File: src/hdl/llc_pkg.sv
// Package for the LRU lookup cache: stream widths, request codes, slot and cell control types.
// Has no dependencies. The cell, the top level and the checker import it.
`timescale 1ns / 1ps

package llc_pkg;

  localparam int LLC_ENTRIES  = 8;
  localparam int LLC_KEY_BITS = 32;

  localparam int WORD_W      = 32;
  localparam int IN_TDATA_W  = 3 * WORD_W;
  localparam int OUT_TDATA_W = 4 * WORD_W;

  localparam logic REQ_LOOKUP = 1'b0;
  localparam logic REQ_INSERT = 1'b1;

  // One slot of the cache. The key is kept beside it because its width is a parameter.
  typedef struct packed {
    logic              valid;
    logic [WORD_W-1:0] table_id;
    logic [WORD_W-1:0] value;
    logic [WORD_W-1:0] uses;
  } entry_t;

  // Control that the sequencer sends to every cell of the row.
  typedef struct packed {
    logic capture;    // register the tag compare
    logic shift_all;  // insert: the whole row moves back by one
    logic shift_hit;  // lookup hit: cells up to the first match move back
  } cell_ctl_t;

endpackage

File: src/hdl/llc_cell.sv
// One cell of the recency-ordered row: holds a slot, compares its tag, and shifts from its neighbor.
// Depends on llc_pkg.
`timescale 1ns / 1ps

module llc_cell #(
  parameter int KEY_BITS = llc_pkg::LLC_KEY_BITS
) (
  input  logic                            clk,
  input  logic                            rst_n,
  input  llc_pkg::cell_ctl_t              ctl,
  input  logic [llc_pkg::WORD_W-1:0]      req_table,
  input  logic [KEY_BITS-1:0]             req_key,
  input  llc_pkg::entry_t                 prev_ent,
  input  logic [KEY_BITS-1:0]             prev_key,
  input  logic                            above_in,
  output llc_pkg::entry_t                 ent,
  output logic [KEY_BITS-1:0]             key,
  output logic                            match,
  output logic                            above_out
);
  import llc_pkg::*;

  entry_t              ent_r;
  logic [KEY_BITS-1:0] key_r;
  logic                match_r;
  logic                shift;

  // On a hit only the cells ahead of and at the first match move.
  assign shift = ctl.shift_all | (ctl.shift_hit & ~above_in);

  always_ff @(posedge clk) begin
    if (!rst_n) begin
      ent_r.valid <= 1'b0;
      match_r     <= 1'b0;
    end else begin
      if (shift) begin
        ent_r <= prev_ent;
        key_r <= prev_key;
      end
      if (ctl.capture) begin
        match_r <= ent_r.valid && (ent_r.table_id == req_table) && (key_r == req_key);
      end
    end
  end

  assign ent       = ent_r;
  assign key       = key_r;
  assign match     = match_r;
  assign above_out = above_in | match_r;

endmodule

File: src/hdl/lru_lookup_cache_unit.sv
// Top level of the LRU lookup cache: request register, sequencer, row of cells, result register.
// Depends on llc_pkg and llc_cell.
//
//  channel | direction | tdata (low bit first)                       | tuser
//  in_     | slave     | table_id, key_id, entry_value               | req_type
//  out_    | master    | found_value, use_count, hit_total, miss_total | hit
//
// Each transaction has two steps: S_CMP registers the tag compare in every cell,
// S_UPD shifts the row into move-to-front order and loads the result register.
// A new request is taken in the same cycle the previous one finishes, but not before,
// so requests do not overlap. A result waiting in the output register
// stalls the update cycle of the next request. Reset empties every slot; no clearing pass.
`timescale 1ns / 1ps

module lru_lookup_cache_unit #(
  parameter int ENTRIES  = llc_pkg::LLC_ENTRIES,
  parameter int KEY_BITS = llc_pkg::LLC_KEY_BITS
) (
  input  logic                               clk,
  input  logic                               rst_n,
  input  logic                               in_tvalid,
  output logic                               in_tready,
  input  logic [llc_pkg::IN_TDATA_W-1:0]     in_tdata,   // table_id, key_id, entry_value
  input  logic                               in_tuser,   // req_type
  output logic                               out_tvalid,
  input  logic                               out_tready,
  output logic [llc_pkg::OUT_TDATA_W-1:0]    out_tdata,  // found_value, use_count,
                                                         // hit_total, miss_total
  output logic                               out_tuser   // hit
);
  import llc_pkg::*;

  typedef enum logic [2:0] {
    S_IDLE = 3'b001,
    S_CMP  = 3'b010,
    S_UPD  = 3'b100
  } state_t;

  state_t state_r, state_nxt;

  logic                req_type_r;
  logic [WORD_W-1:0]   table_r;
  logic [KEY_BITS-1:0] key_r;
  logic [WORD_W-1:0]   value_r;
  logic [63:0]         key_wide;

  logic                out_valid_r;
  logic                out_hit_r;
  logic [WORD_W-1:0]   out_found_r;
  logic [WORD_W-1:0]   out_uses_r;
  logic [WORD_W-1:0]   hit_cnt_r, hit_cnt_nxt;
  logic [WORD_W-1:0]   miss_cnt_r, miss_cnt_nxt;

  logic                in_fire;
  logic                upd_fire;
  logic                is_insert;
  logic                hit_any;

  cell_ctl_t           ctl;
  entry_t              ent   [ENTRIES];
  logic [KEY_BITS-1:0] keys  [ENTRIES];
  logic [ENTRIES-1:0]  match;
  logic [ENTRIES:0]    above;
  entry_t              head_ent;
  logic [WORD_W-1:0]   sel_value;
  logic [WORD_W-1:0]   sel_uses;
  logic [WORD_W-1:0]   sel_uses_inc;

  assign key_wide  = {32'd0, in_tdata[2*WORD_W-1:WORD_W]};
  assign is_insert = (req_type_r == REQ_INSERT);

  assign upd_fire  = (state_r == S_UPD) && (!out_valid_r || out_tready);
  assign in_tready = (state_r == S_IDLE) || upd_fire;
  assign in_fire   = in_tvalid && in_tready;

  always_comb begin
    state_nxt = state_r;
    case (state_r)
      S_IDLE: begin
        if (in_fire) state_nxt = S_CMP;
      end
      S_CMP: begin
        state_nxt = S_UPD;
      end
      S_UPD: begin
        if (upd_fire) state_nxt = in_fire ? S_CMP : S_IDLE;
      end
      default: begin
        state_nxt = S_IDLE;
      end
    endcase
  end

  assign ctl.capture   = (state_r == S_CMP);
  assign ctl.shift_all = upd_fire && is_insert;
  assign ctl.shift_hit = upd_fire && !is_insert && hit_any;

  assign above[0] = 1'b0;
  assign hit_any  = above[ENTRIES];

  // The most recent match is the first cell with no match ahead of it.
  always_comb begin
    sel_value = '0;
    sel_uses  = '0;
    for (int i = 0; i < ENTRIES; i++) begin
      if (match[i] && !above[i]) begin
        sel_value = sel_value | ent[i].value;
        sel_uses  = sel_uses | ent[i].uses;
      end
    end
  end

  assign sel_uses_inc = sel_uses + WORD_W'(1);

  always_comb begin
    head_ent.valid    = 1'b1;
    head_ent.table_id = table_r;
    head_ent.value    = is_insert ? value_r : sel_value;
    head_ent.uses     = is_insert ? WORD_W'(1) : sel_uses_inc;
  end

  genvar g;
  generate
    for (g = 0; g < ENTRIES; g++) begin : g_cell
      if (g == 0) begin : g_head
        llc_cell #(.KEY_BITS(KEY_BITS)) u_cell (
          .clk       (clk),
          .rst_n     (rst_n),
          .ctl       (ctl),
          .req_table (table_r),
          .req_key   (key_r),
          .prev_ent  (head_ent),
          .prev_key  (key_r),
          .above_in  (above[g]),
          .ent       (ent[g]),
          .key       (keys[g]),
          .match     (match[g]),
          .above_out (above[g+1])
        );
      end else begin : g_body
        llc_cell #(.KEY_BITS(KEY_BITS)) u_cell (
          .clk       (clk),
          .rst_n     (rst_n),
          .ctl       (ctl),
          .req_table (table_r),
          .req_key   (key_r),
          .prev_ent  (ent[g-1]),
          .prev_key  (keys[g-1]),
          .above_in  (above[g]),
          .ent       (ent[g]),
          .key       (keys[g]),
          .match     (match[g]),
          .above_out (above[g+1])
        );
      end
    end
  endgenerate

  always_comb begin
    hit_cnt_nxt  = hit_cnt_r;
    miss_cnt_nxt = miss_cnt_r;
    if (!is_insert) begin
      if (hit_any) hit_cnt_nxt  = hit_cnt_r + WORD_W'(1);
      else         miss_cnt_nxt = miss_cnt_r + WORD_W'(1);
    end
  end

  always_ff @(posedge clk) begin
    if (!rst_n) begin
      state_r     <= S_IDLE;
      out_valid_r <= 1'b0;
      hit_cnt_r   <= '0;
      miss_cnt_r  <= '0;
    end else begin
      state_r <= state_nxt;
      if (in_fire) begin
        req_type_r <= in_tuser;
        table_r    <= in_tdata[WORD_W-1:0];
        key_r      <= key_wide[KEY_BITS-1:0];
        value_r    <= in_tdata[3*WORD_W-1:2*WORD_W];
      end
      if (upd_fire) begin
        out_valid_r <= 1'b1;
        hit_cnt_r   <= hit_cnt_nxt;
        miss_cnt_r  <= miss_cnt_nxt;
        out_hit_r   <= !is_insert && hit_any;
        out_found_r <= (!is_insert && hit_any) ? sel_value : '0;
        if (is_insert)    out_uses_r <= WORD_W'(1);
        else if (hit_any) out_uses_r <= sel_uses_inc;
        else              out_uses_r <= '0;
      end else if (out_tready) begin
        out_valid_r <= 1'b0;
      end
    end
  end

  assign out_tvalid = out_valid_r;
  assign out_tuser  = out_hit_r;
  assign out_tdata  = {miss_cnt_r, hit_cnt_r, out_uses_r, out_found_r};

endmodule

File: config.mk
export PLATFORM = sky130hd
export DESIGN_NAME = lru_lookup_cache_unit
export DESIGN_NICKNAME = d
export VERILOG_FILES = /design/src/hdl/llc_pkg.sv /design/src/hdl/llc_cell.sv /design/src/hdl/lru_lookup_cache_unit.sv
export SDC_FILE = /design/constraint.sdc
export NUM_CORES = 1
export LEC_CHECK = 0
export BUFFER_PORTS_ARGS = -buffer_cell sky130_fd_sc_hd__buf_2
export CAP_MARGIN = 20
export CORE_MARGIN = 4
export CORE_UTILIZATION = 59
export CTS_BUF_LIST = sky130_fd_sc_hd__clkbuf_4
export CTS_CLUSTER_DIAMETER = 40
export DETAILED_ROUTE_END_ITERATION = 10
export PLACE_DENSITY_LB_ADDON = 0.1
export SYNTH_ARGS = -nofsm -noshare
export SYNTH_HDL_FRONTEND = slang
export SYNTH_SLANG_ARGS = --single-unit
File: constraint.sdc
create_clock -name clk -period 29.9 [get_ports clk]
set_input_delay 4.485 -clock clk [delete_from_list [all_inputs] [get_ports clk]]
set_output_delay 4.485 -clock clk [all_outputs]
set_load 0.005 [all_outputs]
==> qor.yml, run 1 <==
floorplanning:
  die-width_um: 301.1
  core_area_mm2: 0.08515
  start_util_pct: 59.53
  dieArea_mm2: 0.09066
  io_pins: 232
  rows: 107
  die_h_um: 301.1
finish:
  layout.nets: 3823
  finalNonFillerCells: 5088
  drive_above_1_share_pct: 22.13
  area_growth_pct: 12.91
  fillers: 6101
worst_setup_path:
  path_max_fanout: 3
  cpMaxStageDelayCell: "a21oi_1"
  path_buf_inv: 2
  crit_arrival_ns: 5.21
  crit_top_cell: "buf_2"
  critPathLaunchType: "input pin"
  cp-end-kind: "output pin"
  critPathTopFamily: "compound AO/OA/AOI/OAI gates"
  path_cells: "buf_2 > nand2b_1 > nand3_1 > a21oi_1 > buf_2"
  crit_path_max_incr_delay_ns: 0.26
  crit_type: "input pin to output pin"
  worstPathRequired_ns: 25.42
timing:
  fin_crit_sh_pct: 32.43
  finalHoldViolCount: 0
  finalSetupViolations: 0
  slew_violations: 0
  worst_pin_slew_ns: 1.122
  fmax_ghz: 0.1031
  skew_ns: 0.06169
  tns_ns: 0
  period_minus_slack_ns: 9.695
  rsz0062_at_grt: "no"
  relSlewSlack_pct: 25.20
routing:
  wl_met1_um: 57950
  dr.pass1.iters: 6
  vias: 31550
  vias_per_cell: 6.201
  ant_nets: 0
  routed_wl_um: 140600
  dr_wl_met3_um: 12500
  routed.top_layer: "met4"
  wire_per_inst_um: 27.64
  dr_wl_met2_um: 64760
  first_iter_violations: 3556
  drc: 0
grt:
  grt_max_degree: 79
  grt_usage_pct: 31.13
  grt_pass1_vias: 31997
  grt_remaining_overflow: 0
  antenna_found_initial: 3
  grt_pass1_wl_um: 206200
pwr:
  power.density_mw_per_mm2: 60.68
  p_leak_nw: 19.53
  ir_worst_vdd_mv: 0.04449
synth:
  netlist_instances: 3265
  synth-compound-area-share_pct: 7.151
  yosys.area.top_type: "edfxtp_1"
  ys.flop_type: "edfxtp_1"
  yosys_register_bits: 1270
  ys_seq_area_share_pct: 73.58
  syn-num-nets: 3369
  synth_top_area_share_pct: 70.27
  synth_top_family_by_area: "simple AND/OR/NAND/NOR gates"
  synth.most_common_cell: "edfxtp_1"
  syn-mean-instance-area_um2: 15.52
  synth-edff-count: 1186
  synthAdderAreaFrac_pct: 0.07406
  synth_area_mm2: 0.05068
  async_flop_share_pct: 0
  synthTopCellsByArea: "edfxtp_1 (70%), xor2_1 (4.7%), dfxtp_1 (3.3%)"
  synthMuxAreaShare_pct: 0.9109
  ys.warnings.count: 0
  synth_cell_types: 73
  synthSimpleGateAreaFrac_pct: 8.598
  yosys-top-cells-count: "edfxtp_1 (1,186), xor2_1 (273), xnor2_1 (168)"
  synth-xor-area-share_pct: 7.621
clock_tree:
  cts.repair.resized: 0
  h-tree-depth: 5
  clk_pin_slew_ns: 0.07
  cts_sinks: 1270
  post_cts_buffers: 0
  cts-root-buf: "clkbuf_4"
  clk-insertion-delay-late_ns: 1.17
  cts_buffers: 335
  cts_tree: "yes"
  holdBufCountCts: 0
  clockBufferDepth: 4
place:
  dp.cells: 4524
  place_congestion: 0.9747
  io_buffer_count: 231
  dpl.hpwl_um: 96260
worst_hold_path:
  hold_class: "flip-flop to flip-flop"
flow_run:
  cap_viol_max_count: 0
outcome:
  run_status: "finished clean"
## state kept, by name, indices dropped and copies added, names as in the netlist
signal / count
out_uses_r: 32
out_found_r: 32
hit_cnt_r: 32
g_cell.g_body.u_cell.match: 7
miss_cnt_r: 32
g_cell.g_body.u_cell.ent: 679
value_r: 32
g_cell.g_head.u_cell.match: 1
out_tvalid: 1
out_tuser: 1
table_r: 32
is_insert: 1
g_cell.g_head.u_cell.ent: 97
key_r: 32
g_cell.g_head.u_cell.key: 32
g_cell.g_body.u_cell.key: 224
state_r: 3
## per-stage QoR
| stage | setup WS [ns] | area (um^2) | hold slack (ns) | total power [mW] | util [%] |
|---|---|---|---|---|---|
| after detailed placement | 20.22 | 53110 | 0.4322 | 2.043 | 62.38 |
| after global routing | 20.16 | 57220 | 0.4115 | 3.614 | 67.21 |
| after CTS | 20.21 | 57190 | 0.4072 | 3.501 | 67.16 |
| after floorplan | 13.31 | 50680 | 0.4168 | 2.006 | - |
| after global placement | 20.23 | 53110 | 0.4283 | 2.041 | 62.37 |
| final | 20.20 | 57230 | 0.4112 | 3.472 | 67.21 |
## cell type report
type                    instances  area (um^2)  area share [%]
diodes                          8        20.02         0.03498
clock inverters                78        499.2          0.8724
multi-input cells            1730        12440           21.75
inverters                      90        337.8          0.5903
flip-flops and latches       1270        37300           65.19
well taps                    1144         1431           2.501
clock buffers                 476         3573           6.244
repair buffers                292         1617           2.825
## cells in the final DEF (no fill, tap or decap), types with 78 or more instances in the layout
cell / instances
edfxtp_1: 1186
clkbuf_4: 476
xor2_1: 273
buf_2: 232
xnor2_1: 168
nand2_1: 140
and2_1: 93
nor4_1: 92
inv_1: 87
nand4_1: 83
dfxtp_1: 81
nand3_1: 78
## worst paths after layout
path                                     end  slack, ns  depth (start not counted)                            start
max                                in_tready      20.20                          5                       out_tready
min          g_cell[2].g_body.u_cell.ent[54]       0.41                          0  g_cell[1].g_body.u_cell.ent[54]
max reg2reg  g_cell[5].g_body.u_cell.ent[64]      25.03                          7    g_cell[7].g_body.u_cell.match
min reg2reg  g_cell[2].g_body.u_cell.ent[54]       0.41                          0  g_cell[1].g_body.u_cell.ent[54]
## power breakdown
group / total [mW] / switching (mW) / internal [mW]
sequential: 1.94 / 0.0196 / 1.93
combinational: 0.0607 / 0.0374 / 0.0233
clock: 1.47 / 0.679 / 0.788
total: 3.47 / 0.736 / 2.74
## kinds of logic (layout without fill, tap and decap cells)
| kind of cell | after synthesis | in the layout |
|---|---|---|
| AOI/OAI and AO/OA | 478 | 478 |
| and+or+nand+nor | 766 | 766 |
| muxes | 42 | 42 |
| buffers and inverters | 265 | 936 |
| xor gates and xnor gates | 441 | 441 |
| DFF | 1270 | 1270 |
| other | 0 | 8 |
| adders and majority gates | 3 | 3 |
## metal layers
metal,vias up,track usage (%)
met5,-,0
met4,0,13.52
met3,309,5.925
met2,1810,47.54
met1,15738,44.37
li1,13693,-
Note: power is estimated with default switching activity, not from simulation.
==> run 2: changes to the inputs <==
--- a/config.mk
+++ b/config.mk
@@ -5,6 +5,7 @@
 export SDC_FILE = /design/constraint.sdc
 export NUM_CORES = 1
 export LEC_CHECK = 0
+export ABC_AREA = 1
 export BUFFER_PORTS_ARGS = -buffer_cell sky130_fd_sc_hd__buf_2
 export CAP_MARGIN = 20
 export CORE_MARGIN = 4
==> constraint.sdc (replaced) <==
create_clock -name clk -period 9.7 [get_ports clk]
set_input_delay 1.455 -clock clk [delete_from_list [all_inputs] [get_ports clk]]
set_output_delay 1.455 -clock clk [all_outputs]
set_load 0.005 [all_outputs]
==> qor.yml, run 2 <==
synth:
  yosys.area.top_type: "edfxtp_1"
  yosys-top-cells-count: "edfxtp_1 (1,186), nand2_1 (809), nor2_1 (385)"
  synth_top_area_share_pct: 68.89  # -1.4 points
  synth_area_mm2: 0.05170  # +2.0%
  yosys_register_bits: 1270  # unchanged
  ys.flop_type: "edfxtp_1"
  syn-num-nets: 4261  # +26%
  synthTopCellsByArea: "edfxtp_1 (69%), nand2_1 (5.9%), dfxtp_1 (3.3%)"
  ys.warnings.count: 0  # unchanged
  netlist_instances: 4157  # +27%
  syn-mean-instance-area_um2: 12.44  # -20%
  async_flop_share_pct: 0  # unchanged
  synth.most_common_cell: "edfxtp_1"
  ys_seq_area_share_pct: 72.14  # -1.4 points
  synth_cell_types: 54  # -26%
  synth-edff-count: 1186  # unchanged
worst_hold_path:
  hold_class: "flip-flop to flip-flop"
  min_from: "g_cell[1].g_body.u_cell.ent[3]"
grt:
  grt_pass1_vias: 34968  # +9.3%
  grt_pass1_wl_um: 230100  # +12%
  antenna_found_initial: 8  # +5
  grt_usage_pct: 34.26  # +3.1 points
  grt_max_degree: 129  # +63%
  grt_remaining_overflow: 0  # unchanged
worst_setup_path:
  cp-end-kind: "flip-flop"
  worstPathRequired_ns: 10.47  # -14.95 ns
  critPathLaunchType: "flip-flop"
  crit_start: "g_cell[0].g_head.u_cell.match"
  crit_arrival_ns: 7.18  # +1.97 ns
  rr_startpoint: "g_cell[0].g_head.u_cell.match"
  path_max_fanout: 70  # +67
  crit_type: "flip-flop to flip-flop"
routing:
  ant_nets: 0  # unchanged
  first_iter_violations: 4881  # +37%
  dr.pass1.iters: 6  # unchanged
  routed_wl_um: 160600  # +14%
  vias_per_cell: 6.023  # -2.9%
  vias: 36293  # +15%
  wire_per_inst_um: 26.65  # -3.6%
  drc: 0  # unchanged
timing:
  rsz0062_at_grt: "no"
  finalSetupViolations: 0  # unchanged
  tns_ns: 0  # unchanged
  fmax_ghz: 0.1559
  slew_violations: 0  # unchanged
  worst_pin_slew_ns: 1.218  # +0.09630 ns
  finalHoldViolCount: 0  # unchanged
  relSlewSlack_pct: 18.29  # -6.9 points
  period_minus_slack_ns: 6.413
  skew_ns: 0.09157  # +0.02988 ns
  fin_crit_sh_pct: 66.11
flow_run:
  cap_viol_max_count: 0  # unchanged
pwr:
  p_leak_nw: 20.66  # +5.8%
  p_int_mw: 8.358  # +210%
  combPwrFrac_pct: 2.4  # +0.7 points
  clock_power_share_pct: 41.9  # -0.3 points
  power.switching_mw: 2.395  # +230%
  power.density_mw_per_mm2: 184.6  # +200%
  ir_worst_vdd_mv: 0.1448  # +230%
  swShare_pct: 22.28  # +1.1 points
  power.share.sequential_pct: 55.7  # -0.3 points
finish:
  fillers: 6624  # +8.6%
  layout.nets: 4732  # +24%
  final_common_cell: "edfxtp_1"
  final_util_pct: 67.04  # -0.17 points
  finalNonFillerCells: 6026  # +18%
  area_growth_pct: 12.67
  drive_above_1_share_pct: 17.61  # -4.5 points
  largest_reg_flops: 679  # unchanged
  mostFrequentLayoutCells: "edfxtp_1 (1,186), nand2_1 (809), clkbuf_4 (478), nor2_1 (376), inv_1 (318)"
clock_tree:
  cts.repair.resized: 0  # unchanged
  clk_pin_slew_ns: 0.07  # about the same
  h-tree-depth: 5  # unchanged
  cts-root-buf: "clkbuf_4"
  cts_tree: "yes"
  holdBufCountCts: 0  # unchanged
  clockBufferDepth: 4  # unchanged
  post_cts_buffers: 0  # unchanged
  clk-insertion-delay-late_ns: 1.22  # +0.05 ns
  cts_buffers: 336  # +0.30%
  cts_sinks: 1270  # unchanged
outcome:
  run_status: "finished clean"
floorplanning:
  die-width_um: 304.0  # +0.97%
  dieArea_mm2: 0.09243  # +1.9%
  die_h_um: 304.0  # +0.97%
  io_pins: 232  # unchanged
  start_util_pct: 59.50  # about the same
  core_area_mm2: 0.08689  # +2.0%
  rows: 108  # +0.93%
place:
  io_buffer_count: 231  # unchanged
  dp.cells: 5443  # +20%
  place_congestion: 1.043  # +7.0%
  dpl.hpwl_um: 112300  # +17%
==> run 2: cell families (layout without fill, tap and decap cells) <==
group | Yosys count | in the layout | share of synthesized area [%]
and+or+nand+nor | 1656 | 1656 | 14.00
DFF | 1270 | 1270 | 72.14
AOI/OAI and AO/OA | 549 | 549 | 6.866
buffers and inverters | 491 | 1195 | 3.737
xor gates and xnor gates | 188 | 188 | 3.185
adders and majority gates | 3 | 3 | 0.07261
other | 0 | 10 | 0
==> run 2: power groups by stage <==
stage | sequential (mW) | clock [mW] | combinational (mW)
global route | 5.99 | 4.89 | 0.268
global placement | 6.11 | 0 | 0.248
detailed placement | 6.11 | 0 | 0.249
CTS | 5.99 | 4.57 | 0.250
finish | 5.99 | 4.50 | 0.259
floorplan | 6.08 | 0 | 0.137
==> run 2: final cells by class <==
class | instances | area, um^2 | share of cell area [%]
Clock inverter | 93 | 462.9 | 0.7947
Clock buffer | 478 | 3588 | 6.160
Sequential cell | 1270 | 37300 | 64.03
Multi-Input combinational cell | 2396 | 12560 | 21.57
Timing Repair Buffer | 283 | 1582 | 2.715
Inverter | 341 | 1285 | 2.206
Tap cell | 1155 | 1445 | 2.481
Antenna cell | 10 | 25.02 | 0.04296
==> run 2: worst paths after layout <==
kind | to | slack (ns) | cells after the start
max reg2reg | g_cell[6].g_body.u_cell.ent[45] | 3.29 | 12
max | g_cell[6].g_body.u_cell.ent[45] | 3.29 | 12
min | g_cell[2].g_body.u_cell.ent[3] | 0.41 | 0
min reg2reg | g_cell[2].g_body.u_cell.ent[3] | 0.41 | 0
==> run 2: per-stage QoR <==
stage          total power, mW  setup slack, ns  hold slack, ns  cell area, um^2
3_3_place_gp             6.357            3.381          0.4272            54150
5_1_grt                  11.15            2.907          0.3343            58250
6_report                 10.75            3.287          0.4059            58250
3_5_place_dp             6.360            3.314          0.4325            54150
2_1_floorplan            6.215           0.6685          0.4244            51700
4_1_cts                  10.81            3.329          0.3184            58200
==> run 2: per-layer routing <==
| layer | global-route usage, % | vias up | wire length [um] |
|---|---|---|---|
| li1 | - | 16130 | - |
| met1 | 47.77 | 17450 | 62680 |
| met2 | 52.00 | 2274 | 72590 |
| met3 | 6.326 | 439 | 16190 |
| met4 | 18.14 | 0 | 9124 |
| met5 | 0 | - | 0 |
==> run 2: critical path, cell delays in order (launching register included) <==
cell and delay, ns:
dfxtp_4 0.99, nor2_8 0.29, nand4_4 0.25, nor2_8 0.03, buf_4 0.29, nand3_1 0.17, nand2_1 0.42, inv_2 0.29
nand2_1 0.47, inv_1 0.74, nand2_1 0.22, a21oi_4 0.85, buf_4 0.84
